[src/fvsm_pkg.sv]
// Package: constants, types and sine table for the five voice tone mixer
package fvsm_pkg;

    localparam int PHASE_BITS      = 32;
    localparam int TABLE_ADDR_BITS = 10;
    localparam int SAMPLE_BITS     = 16;
    localparam int NOTE_SAMPLES    = 44100;

    localparam int VOICES     = 5;
    localparam int STEP_BITS  = 32;
    localparam int COUNT_BITS = 16;
    localparam int OUT_BITS   = 16;
    localparam int QUARTER    = 1 << (TABLE_ADDR_BITS - 2);
    localparam int Q_BITS     = TABLE_ADDR_BITS - 2;
    localparam int SUM_BITS   = SAMPLE_BITS + 3;

    localparam logic [63:0] HALF_PI_Q30 = 64'd1686629713;
    localparam logic [63:0] AMP_MAX_U   = (64'd1 << (SAMPLE_BITS - 1)) - 64'd1;

    localparam logic signed [SAMPLE_BITS-1:0] AMP_MAX =
        SAMPLE_BITS'((64'd1 << (SAMPLE_BITS - 1)) - 64'd1);
    localparam logic signed [SAMPLE_BITS-1:0] AMP_MIN = -AMP_MAX - SAMPLE_BITS'(1);
    localparam logic signed [15:0] FIFTH_Q16 = 16'sd13107;
    localparam logic [COUNT_BITS-1:0] NOTE_LAST = COUNT_BITS'(NOTE_SAMPLES - 1);

    // configuration register indexes
    localparam logic [2:0] REG_VOICE_MODE     = 3'd0;
    localparam logic [2:0] REG_TONE_STEP_BASE = 3'd1;

    typedef logic [TABLE_ADDR_BITS-1:0] tab_addr_t;
    typedef logic [SAMPLE_BITS-2:0] amp_t;
    typedef logic [QUARTER-1:0][SAMPLE_BITS-2:0] quarter_table_t;

    // per-word control from the phase unit to the pipeline
    typedef struct packed {
        logic [VOICES-1:0][TABLE_ADDR_BITS-1:0] addr;
        logic                                   last;
    } phase_word_t;

    // Q30 Taylor series sine of one quarter-wave point, scaled to the amplitude
    function automatic logic [63:0] quarter_sine(input logic [63:0] q);
        logic [63:0] x;
        logic [63:0] x2;
        logic [63:0] term;
        logic [63:0] sum;
        logic [63:0] r;
        x    = (q * HALF_PI_Q30) >> (TABLE_ADDR_BITS - 2);
        x2   = (x * x) >> 30;
        term = x;
        sum  = x;
        for (int k = 1; k <= 5; k++)
        begin
            term = (term * x2) >> 30;
            case (k)
                1: term = term / 64'd6;
                2: term = term / 64'd20;
                3: term = term / 64'd42;
                4: term = term / 64'd72;
                default: term = term / 64'd110;
            endcase
            if (k % 2 == 1)
                sum = (sum >= term) ? sum - term : 64'd0;
            else
                sum = sum + term;
        end
        r = (sum * AMP_MAX_U + (64'd1 << 29)) >> 30;
        if (r > AMP_MAX_U)
            r = AMP_MAX_U;
        return r;
    endfunction

    function automatic quarter_table_t build_quarter_table();
        quarter_table_t t;
        for (int i = 0; i < QUARTER; i++)
            t[i] = amp_t'(quarter_sine(64'(i)));
        return t;
    endfunction

    localparam quarter_table_t QUARTER_TABLE = build_quarter_table();
    // the quarter-wave peak sits one past the table's end
    localparam amp_t QUARTER_PEAK = amp_t'(quarter_sine(64'(QUARTER)));

endpackage

[src/fvsm_phase.sv]
// Phase accumulators, tuning words and note counter
module fvsm_phase (
    input  logic                        clk,
    input  logic                        rst_n,
    input  logic                        cfg_we,
    input  logic [2:0]                  cfg_addr,
    input  logic [fvsm_pkg::STEP_BITS-1:0] cfg_wdata,
    input  logic                        advance,
    input  logic                        restart,
    output fvsm_pkg::phase_word_t       word
);
    import fvsm_pkg::*;

    logic [VOICES-1:0][PHASE_BITS-1:0] step_reg;
    logic [VOICES-1:0][PHASE_BITS-1:0] phase_reg;
    logic [VOICES-1:0][PHASE_BITS-1:0] phase_cur;
    logic [VOICES-1:0][PHASE_BITS-1:0] phase_next;
    logic [COUNT_BITS-1:0]             count_reg;
    logic [COUNT_BITS-1:0]             count_cur;
    logic [COUNT_BITS-1:0]             count_next;
    logic                              last;

    always_comb
    begin
        count_cur = restart ? '0 : count_reg;
        last      = (count_cur >= NOTE_LAST);
        count_next = last ? '0 : count_cur + COUNT_BITS'(1);
        for (int i = 0; i < VOICES; i++)
        begin
            phase_cur[i]  = restart ? '0 : phase_reg[i];
            phase_next[i] = last ? '0 : phase_cur[i] + step_reg[i];
            word.addr[i]  = phase_cur[i][PHASE_BITS-1 -: TABLE_ADDR_BITS];
        end
        word.last = last;
    end

    always_ff @(posedge clk or negedge rst_n)
    begin
        if (!rst_n)
        begin
            step_reg <= '0;
        end
        else if (cfg_we)
        begin
            for (int i = 0; i < VOICES; i++)
            begin
                if (cfg_addr == REG_TONE_STEP_BASE + 3'(i))
                    step_reg[i] <= cfg_wdata[PHASE_BITS-1:0];
            end
        end
    end

    always_ff @(posedge clk or negedge rst_n)
    begin
        if (!rst_n)
        begin
            phase_reg <= '0;
            count_reg <= '0;
        end
        else if (advance)
        begin
            phase_reg <= phase_next;
            count_reg <= count_next;
        end
    end

endmodule

[src/fvsm_sine.sv]
// Sine lookup of one table address through the quarter-wave table
module fvsm_sine (
    input  fvsm_pkg::tab_addr_t                   addr,
    output logic signed [fvsm_pkg::SAMPLE_BITS-1:0] value
);
    import fvsm_pkg::*;

    logic [1:0]        quad;
    logic [Q_BITS-1:0] q;
    amp_t              mag;

    always_comb
    begin
        quad = addr[TABLE_ADDR_BITS-1 -: 2];
        q    = addr[Q_BITS-1:0];
        if (!quad[0])
            mag = QUARTER_TABLE[q];
        else if (q == '0)
            mag = QUARTER_PEAK;
        else
            mag = QUARTER_TABLE[Q_BITS'(-q)];   // QUARTER - q
        if (quad[1])
            value = -$signed({1'b0, mag});
        else
            value = $signed({1'b0, mag});
    end

endmodule

[src/fvsm_mix.sv]
// Five-voice average with saturation in mode 1, voice 0 passed through in mode 0, and Q1.15 conversion
module fvsm_mix (
    input  logic                                  mode,
    input  logic signed [fvsm_pkg::SUM_BITS-1:0]  mix_in,
    output logic signed [fvsm_pkg::OUT_BITS-1:0]  sample
);
    import fvsm_pkg::*;

    localparam int PROD_BITS = SUM_BITS + 16;

    logic signed [PROD_BITS-1:0]   prod;
    logic signed [PROD_BITS-1:0]   rounded;
    logic signed [SUM_BITS-1:0]    avg;
    logic signed [SAMPLE_BITS-1:0] v;

    always_comb
    begin
        prod    = PROD_BITS'(mix_in) * PROD_BITS'(FIFTH_Q16);
        rounded = (prod + PROD_BITS'(32768)) >>> 16;
        avg     = SUM_BITS'(rounded);
        if (!mode)
            v = SAMPLE_BITS'(mix_in);
        else if (avg > SUM_BITS'(AMP_MAX))
            v = AMP_MAX;
        else if (avg < SUM_BITS'(AMP_MIN))
            v = AMP_MIN;
        else
            v = SAMPLE_BITS'(avg);
    end

    generate
        if (SAMPLE_BITS > OUT_BITS)
        begin : g_narrow
            assign sample = OUT_BITS'(v >>> (SAMPLE_BITS - OUT_BITS));
        end
        else if (SAMPLE_BITS < OUT_BITS)
        begin : g_widen
            assign sample = {v, {(OUT_BITS - SAMPLE_BITS){1'b0}}};
        end
        else
        begin : g_same
            assign sample = OUT_BITS'(v);
        end
    endgenerate

endmodule

[src/five_voice_sine_tone_mixer_unit.sv]
// Five voice sine tone mixer: top level with the three-stage word pipeline
// An accepted word passes the stage A, stage B and output registers on its way to m_tdata.
// Throughput: one word per cycle unless m_tready stalls the output; phase update,
// table lookup and mix are separate stages, each one register deep.
// Reset (rst_n low, asynchronous): phases, note counter, tuning words and mode
// clear to zero and the pipeline empties.
module five_voice_sine_tone_mixer_unit (
    input  logic        clk,
    input  logic        rst_n,
    input  logic        cfg_we,
    input  logic [2:0]  cfg_addr,
    input  logic [31:0] cfg_wdata,
    input  logic        s_tvalid,
    output logic        s_tready,
    input  logic [7:0]  s_tdata,    // [0] restart, [7:1] zero
    output logic        m_tvalid,
    input  logic        m_tready,
    output logic [15:0] m_tdata,    // [15:0] sample_value
    output logic        m_tlast     // note_end
);
    import fvsm_pkg::*;

    logic        mode_reg;
    logic        accept;
    logic        ready_b;
    logic        ready_c;
    phase_word_t phase_word;

    logic        a_valid_reg;
    phase_word_t a_word_reg;
    logic        a_mode_reg;

    logic                          b_valid_reg;
    logic                          b_mode_reg;
    logic                          b_last_reg;
    logic signed [SUM_BITS-1:0]    b_mix_reg;
    logic signed [SUM_BITS-1:0]    b_mix_next;
    logic [VOICES-1:0][SAMPLE_BITS-1:0] voice_val;

    logic signed [OUT_BITS-1:0] sample;
    logic                       out_valid_reg;
    logic [OUT_BITS-1:0]        out_data_reg;
    logic                       out_last_reg;

    assign ready_c  = !out_valid_reg || m_tready;
    assign ready_b  = !b_valid_reg || ready_c;
    assign s_tready = !a_valid_reg || ready_b;
    assign accept   = s_tvalid && s_tready;

    always_ff @(posedge clk or negedge rst_n)
    begin
        if (!rst_n)
            mode_reg <= 1'b0;
        else if (cfg_we && cfg_addr == REG_VOICE_MODE)
            mode_reg <= cfg_wdata[0];
    end

    fvsm_phase u_phase (
        .clk       (clk),
        .rst_n     (rst_n),
        .cfg_we    (cfg_we),
        .cfg_addr  (cfg_addr),
        .cfg_wdata (cfg_wdata),
        .advance   (accept),
        .restart   (s_tdata[0]),
        .word      (phase_word)
    );

    // stage A: table addresses of the current phases
    always_ff @(posedge clk or negedge rst_n)
    begin
        if (!rst_n)
            a_valid_reg <= 1'b0;
        else if (s_tready)
            a_valid_reg <= s_tvalid;
    end

    always_ff @(posedge clk)
    begin
        if (accept)
        begin
            a_word_reg <= phase_word;
            a_mode_reg <= mode_reg;
        end
    end

    // stage B: five lookups, summed in five-voice mode
    generate
        for (genvar i = 0; i < VOICES; i++)
        begin : g_voice
            fvsm_sine u_sine (
                .addr  (a_word_reg.addr[i]),
                .value (voice_val[i])
            );
        end
    endgenerate

    always_comb
    begin
        if (a_mode_reg)
        begin
            b_mix_next = '0;
            for (int i = 0; i < VOICES; i++)
                b_mix_next = b_mix_next + SUM_BITS'($signed(voice_val[i]));
        end
        else
        begin
            b_mix_next = SUM_BITS'($signed(voice_val[0]));
        end
    end

    always_ff @(posedge clk or negedge rst_n)
    begin
        if (!rst_n)
            b_valid_reg <= 1'b0;
        else if (ready_b)
            b_valid_reg <= a_valid_reg;
    end

    always_ff @(posedge clk)
    begin
        if (ready_b && a_valid_reg)
        begin
            b_mix_reg  <= b_mix_next;
            b_mode_reg <= a_mode_reg;
            b_last_reg <= a_word_reg.last;
        end
    end

    // stage C: average and saturate in five-voice mode, convert
    fvsm_mix u_mix (
        .mode   (b_mode_reg),
        .mix_in (b_mix_reg),
        .sample (sample)
    );

    always_ff @(posedge clk or negedge rst_n)
    begin
        if (!rst_n)
            out_valid_reg <= 1'b0;
        else if (ready_c)
            out_valid_reg <= b_valid_reg;
    end

    always_ff @(posedge clk)
    begin
        if (ready_c && b_valid_reg)
        begin
            out_data_reg <= sample;
            out_last_reg <= b_last_reg;
        end
    end

    assign m_tvalid = out_valid_reg;
    assign m_tdata  = out_data_reg;
    assign m_tlast  = out_last_reg;

endmodule

[config.mk]
export PLATFORM = sky130hd
export DESIGN_NAME = five_voice_sine_tone_mixer_unit
export DESIGN_NICKNAME = d
export VERILOG_FILES = /design/src/fvsm_pkg.sv /design/src/fvsm_phase.sv /design/src/fvsm_sine.sv /design/src/fvsm_mix.sv /design/src/five_voice_sine_tone_mixer_unit.sv
export SDC_FILE = /design/constraint.sdc
export NUM_CORES = 2
export LEC_CHECK = 0
export BUFFER_PORTS_ARGS = -buffer_cell sky130_fd_sc_hd__buf_2
export CAP_MARGIN = 30
export CELL_PAD_IN_SITES_DETAIL_PLACEMENT = 1
export CELL_PAD_IN_SITES_GLOBAL_PLACEMENT = 2
export CORE_ASPECT_RATIO = 1.2
export CORE_UTILIZATION = 40
export DETAILED_ROUTE_END_ITERATION = 8
export MAX_ROUTING_LAYER = met4
export PLACE_DENSITY_LB_ADDON = 0.1
export SLEW_MARGIN = 10
export SYNTH_ARGS = -nofsm -noshare
export SYNTH_HDL_FRONTEND = slang
export SYNTH_HIERARCHICAL = 1
export SYNTH_SLANG_ARGS = --single-unit
[constraint.sdc]
create_clock -name clk -period 12.09 [get_ports clk]
set_input_delay 0.6045 -clock clk [delete_from_list [all_inputs] [get_ports clk]]
set_output_delay 0.6045 -clock clk [all_outputs]
set_load 0.01 [all_outputs]
==> reports/metrics.sh <==
DRT_ITER0_DRC=13700
TOTAL_NETS_AFTER_SYNTHESIS=11900
ROUTABILITYCONGESTION=1.08
FINAL_NET_COUNT=11300
LARGEST_INCREMENTAL_DELAY_ON_THE_CRITICAL_PATH_NS=0.87
GRT_OVERFLOW_TOTAL=0
TIMING.FINAL.MAX_SLEW_VIOLATIONS=0
CRIT_PATH_MAX_FANOUT=45
SYNTH.AVG_CELL_AREA_UM2=7.42
DIE_HEIGHT_UM=503
R2R_START='a_word_reg[22]$_DFFE_PP_'
TRITONCTS='yes'
CORE.ROWCOUNT=183
WORSTHOLDSTART='s_tvalid'
CRITICAL_PATH.MOST_COMMON_CELL='sky130_fd_sc_hd__inv_1'
FINAL_MIN_PERIOD_NS=10.60
CRITICAL_PATH_SLOWEST_STAGE_CELL='sky130_fd_sc_hd__o32ai_1'
MIN_PERIOD_OVER_PERIOD_PCT=87.7
WORST_SETUP_PATH_END_KIND='register'
OUTCOME='finished, final reports clean'
GRT_FIRST_PASS_WIRELENGTH_UM=702000
GRT_SETUP_UNREPAIRED='false'
DRT-TOTAL-WL_UM=482000
FILLERINSTANCES=25600
DETAILEDPLACEMENTHPWL_UM=340000
FIRST_PASS_ITERS=8
WORST_SETUP_SP_TYPE='register'
WORST-R2R-SETUP-SLACK_NS=1.49
MAX_FREQ_MHz=94.3
CLOCK_PATH_BUFFERS=3
VIASPERCELL=7.37
POST_SYNTH_EDFFS=90
MAIN_FLOP_TYPE_AFTER_SYNTHESIS='sky130_fd_sc_hd__dfrtp_1'
RELATIVE_AREA_CHANGE_FROM_SYNTHESIS_TO_FINAL_LAYOUT_PCT=4.22
MAX_CAP_VIOLATIONS=0
SETUP_TOTAL_NEGATIVE_SLACK_NS=0
ANTENNA_VIOLATIONS_BEFORE_REPAIR=26
YOSYS_WARNINGS=6
FINCLKSKEW_NS=0.0341
CLOCK_TREE_ROOT='sky130_fd_sc_hd__clkbuf_16'
HOLD-PATH-ENDPOINT='a_valid_reg$_DFFE_PN0N_'
GRT_PASS1_VIAS=98200
TIMING.SLEW.HEADROOM_PCT=25.7
CORE_UM2=207000
DR_TOTAL_VIAS=99000
SLEW_WORST_PIN_NS=1.10
POSTSYNTHCELLCOUNT=11300
BOUNDARYPINS=67
NUMBER_OF_REGISTER_BITS_INFERRED_BY_SYNTHESIS=430
DRIVE_GT1_SHARE_PCT=10.3
GRT_START_MAX_NET_PINS=159
REG2REG_TO='b_mix_reg[14]$_DFFE_PP_'
TIMING.SETUP.CRITICAL_PATH_CLASS='reg2reg'
DATA_REQUIRED_CRITICAL_PATH_NS=12.44
SETUP_VIOLATIONS=0
HOLD-PATH-CELL-COUNT=2
TOTAL_TRACK_USAGE_PCT=45.5
WORSTHOLDPATHTYPE='in2reg'
AVGROUTEDWIREPERCELL_UM=35.9
INSERTION_DELAY_OF_THE_LATER_CLOCKED_PIN_IN_THE_WORST_SKEW_PAIR_NS=0.67
CTS_SINKS=430
BUFFER_PORTS.INSERTED=59
SEQUENTIAL_TO_TOTAL_AREA_SHARE_FROM_YOSYS_STAT_PCT=13.4
FP.DIEAREA_UM2=211000
CLOCK_SLEW_AT_THE_REGISTER_CLOCK_PINS_OF_THE_WORST_SETUP_AND_HOLD_PATHS_NS=0.06
TIMING_HOLD_VIOLATIONS_FINAL=0
TRITONCTS.NUM_BUFFERS=49
POST_SYNTH_NUM_CELL_TYPES=125
SYNTHESIS.AREA_UM2=83600
CLOCK_TREE.HTREE_LEVEL_COUNT=2
DATA_ARRIVAL_CRITICAL_PATH_NS=10.95
STARTING_DENSITY_PCT=40.3
NUMBER_OF_CELLS_TRAVERSED_BY_THE_WORST_REGISTER_TO_REGISTER_PATH=32
DIE_WIDTH_UM=419
POST-ROUTE-DRC-COUNT=0
YS_ASYNC_SR_FRACTION_PCT=79.1
ROUTE.ANTENNA.REMAINING_NETS=0
cells in the mapped netlist (all sizes together) (134+ instances only):
cell type,n,share of area (%)
buf,724,4.6
dfrtp,340,10
o211ai,232,2.1
mux2,185,2.5
a31oi,270,2.0
a211oi,239,2.2
inv,511,2.3
clkbuf,450,2.0
nor3,256,1.5
nand2,837,3.8
ha,474,7.1
nor2,645,3.0
o31ai,168,1.5
o21ai,844,5.1
a21o,134,1.2
nand3,297,1.8
nor2b,374,2.8
nand2b,297,2.2
xnor2,235,2.5
a311oi,169,1.8
a21oi,952,5.7
fa,159,3.8
metal layers:
metal	track usage (%)	wire length [um]
met1	53.6	183000
met2	68.3	212000
met4	33.2	44100
met3	9.84	42800
met5	-	0
worst max path at each step:
stage                     slack [ns]                      from  cells past startpoint                      end
after floorplan                 3.35   a_word_reg[1]$_DFFE_PP_                     35  b_mix_reg[16]$_DFFE_PP_
after global placement          1.96  a_word_reg[12]$_DFFE_PP_                     32  b_mix_reg[14]$_DFFE_PP_
after detailed placement        1.87  a_word_reg[12]$_DFFE_PP_                     30  b_mix_reg[14]$_DFFE_PP_
after CTS                       1.85  a_word_reg[12]$_DFFE_PP_                     30  b_mix_reg[14]$_DFFE_PP_
after global routing            1.27  a_word_reg[22]$_DFFE_PP_                     33  b_mix_reg[14]$_DFFE_PP_
final                           1.49  a_word_reg[22]$_DFFE_PP_                     32  b_mix_reg[14]$_DFFE_PP_
worst max-delay path, delay by kind of cell (launching register included):
kind	cells	cell delay (ns)
fa+ha+maj	6	3.10
compound gates	9	2.76
buf+inv	10	1.93
simple gates	6	1.49
xor+xnor	1	0.58
flops	1	0.37
repair_timing:
| item | in CTS | in global routing |
|---|---|---|
| endpoints found under the hold margin | 4 | 0 |
| hold buffers | 1 | 0 |
| buffers inserted | 0 | 0 |
| setup endpoints to repair | 0 | 0 |
| gates resized for setup | 0 | 0 |
per-stage QoR:
stage	instances	hold WS, ns	util, %	setup WS [ns]	cell area [um2]
final	13400	0.175	42.0	1.49	87100
after global routing	13400	0.150	42.0	1.27	87100
after CTS	13400	0.144	41.8	1.85	86700
after detailed placement	13300	0.424	41.0	1.87	85100
after global placement	13300	0.404	41.0	1.96	85000
after floorplan	11300	0.309	-	3.35	83600
layout make-up:
| cell class | count | area, um2 | share of cell area [%] |
|---|---|---|---|
| repair buffers | 447 | 3480 | 4.00 |
| well taps | 2775 | 3470 | 3.99 |
| diodes | 29 | 72.6 | 0.0833 |
| flip-flops and latches | 430 | 11200 | 12.9 |
| inverters | 536 | 2020 | 2.32 |
| multi-input cells | 9123 | 65200 | 74.8 |
| clock inverters | 13 | 173 | 0.198 |
| clock buffers | 76 | 1480 | 1.70 |
kinds of logic after synthesis:
logic type	after synthesis	synth area share (%)
flops	430	13.4
fa+ha+maj	639	11.0
compound gates	4431	36.9
simple gates	3403	21.0
mux	314	5.11
buf+inv	1710	9.01
xor+xnor	336	3.57
cell usage in the layout (no fill, tap or decap), types with 185 or more instances in the layout:
| master | n |
|---|---|
| sky130_fd_sc_hd__o211ai_1 | 231 |
| sky130_fd_sc_hd__nor3_1 | 253 |
| sky130_fd_sc_hd__nor2_1 | 622 |
| sky130_fd_sc_hd__a21oi_1 | 950 |
| sky130_fd_sc_hd__nand2_1 | 830 |
| sky130_fd_sc_hd__nand3_1 | 289 |
| sky130_fd_sc_hd__ha_1 | 458 |
| sky130_fd_sc_hd__inv_1 | 499 |
| sky130_fd_sc_hd__xnor2_1 | 212 |
| sky130_fd_sc_hd__o21ai_0 | 813 |
| sky130_fd_sc_hd__mux2_2 | 185 |
| sky130_fd_sc_hd__dfrtp_1 | 340 |
| sky130_fd_sc_hd__nand2b_1 | 297 |
| sky130_fd_sc_hd__buf_4 | 345 |
| sky130_fd_sc_hd__a211oi_1 | 235 |
| sky130_fd_sc_hd__nor2b_1 | 369 |
| sky130_fd_sc_hd__a31oi_1 | 269 |
Power is not shown: default switching activity piles up to over one toggle a cycle in this logic, so the estimate is an artifact.
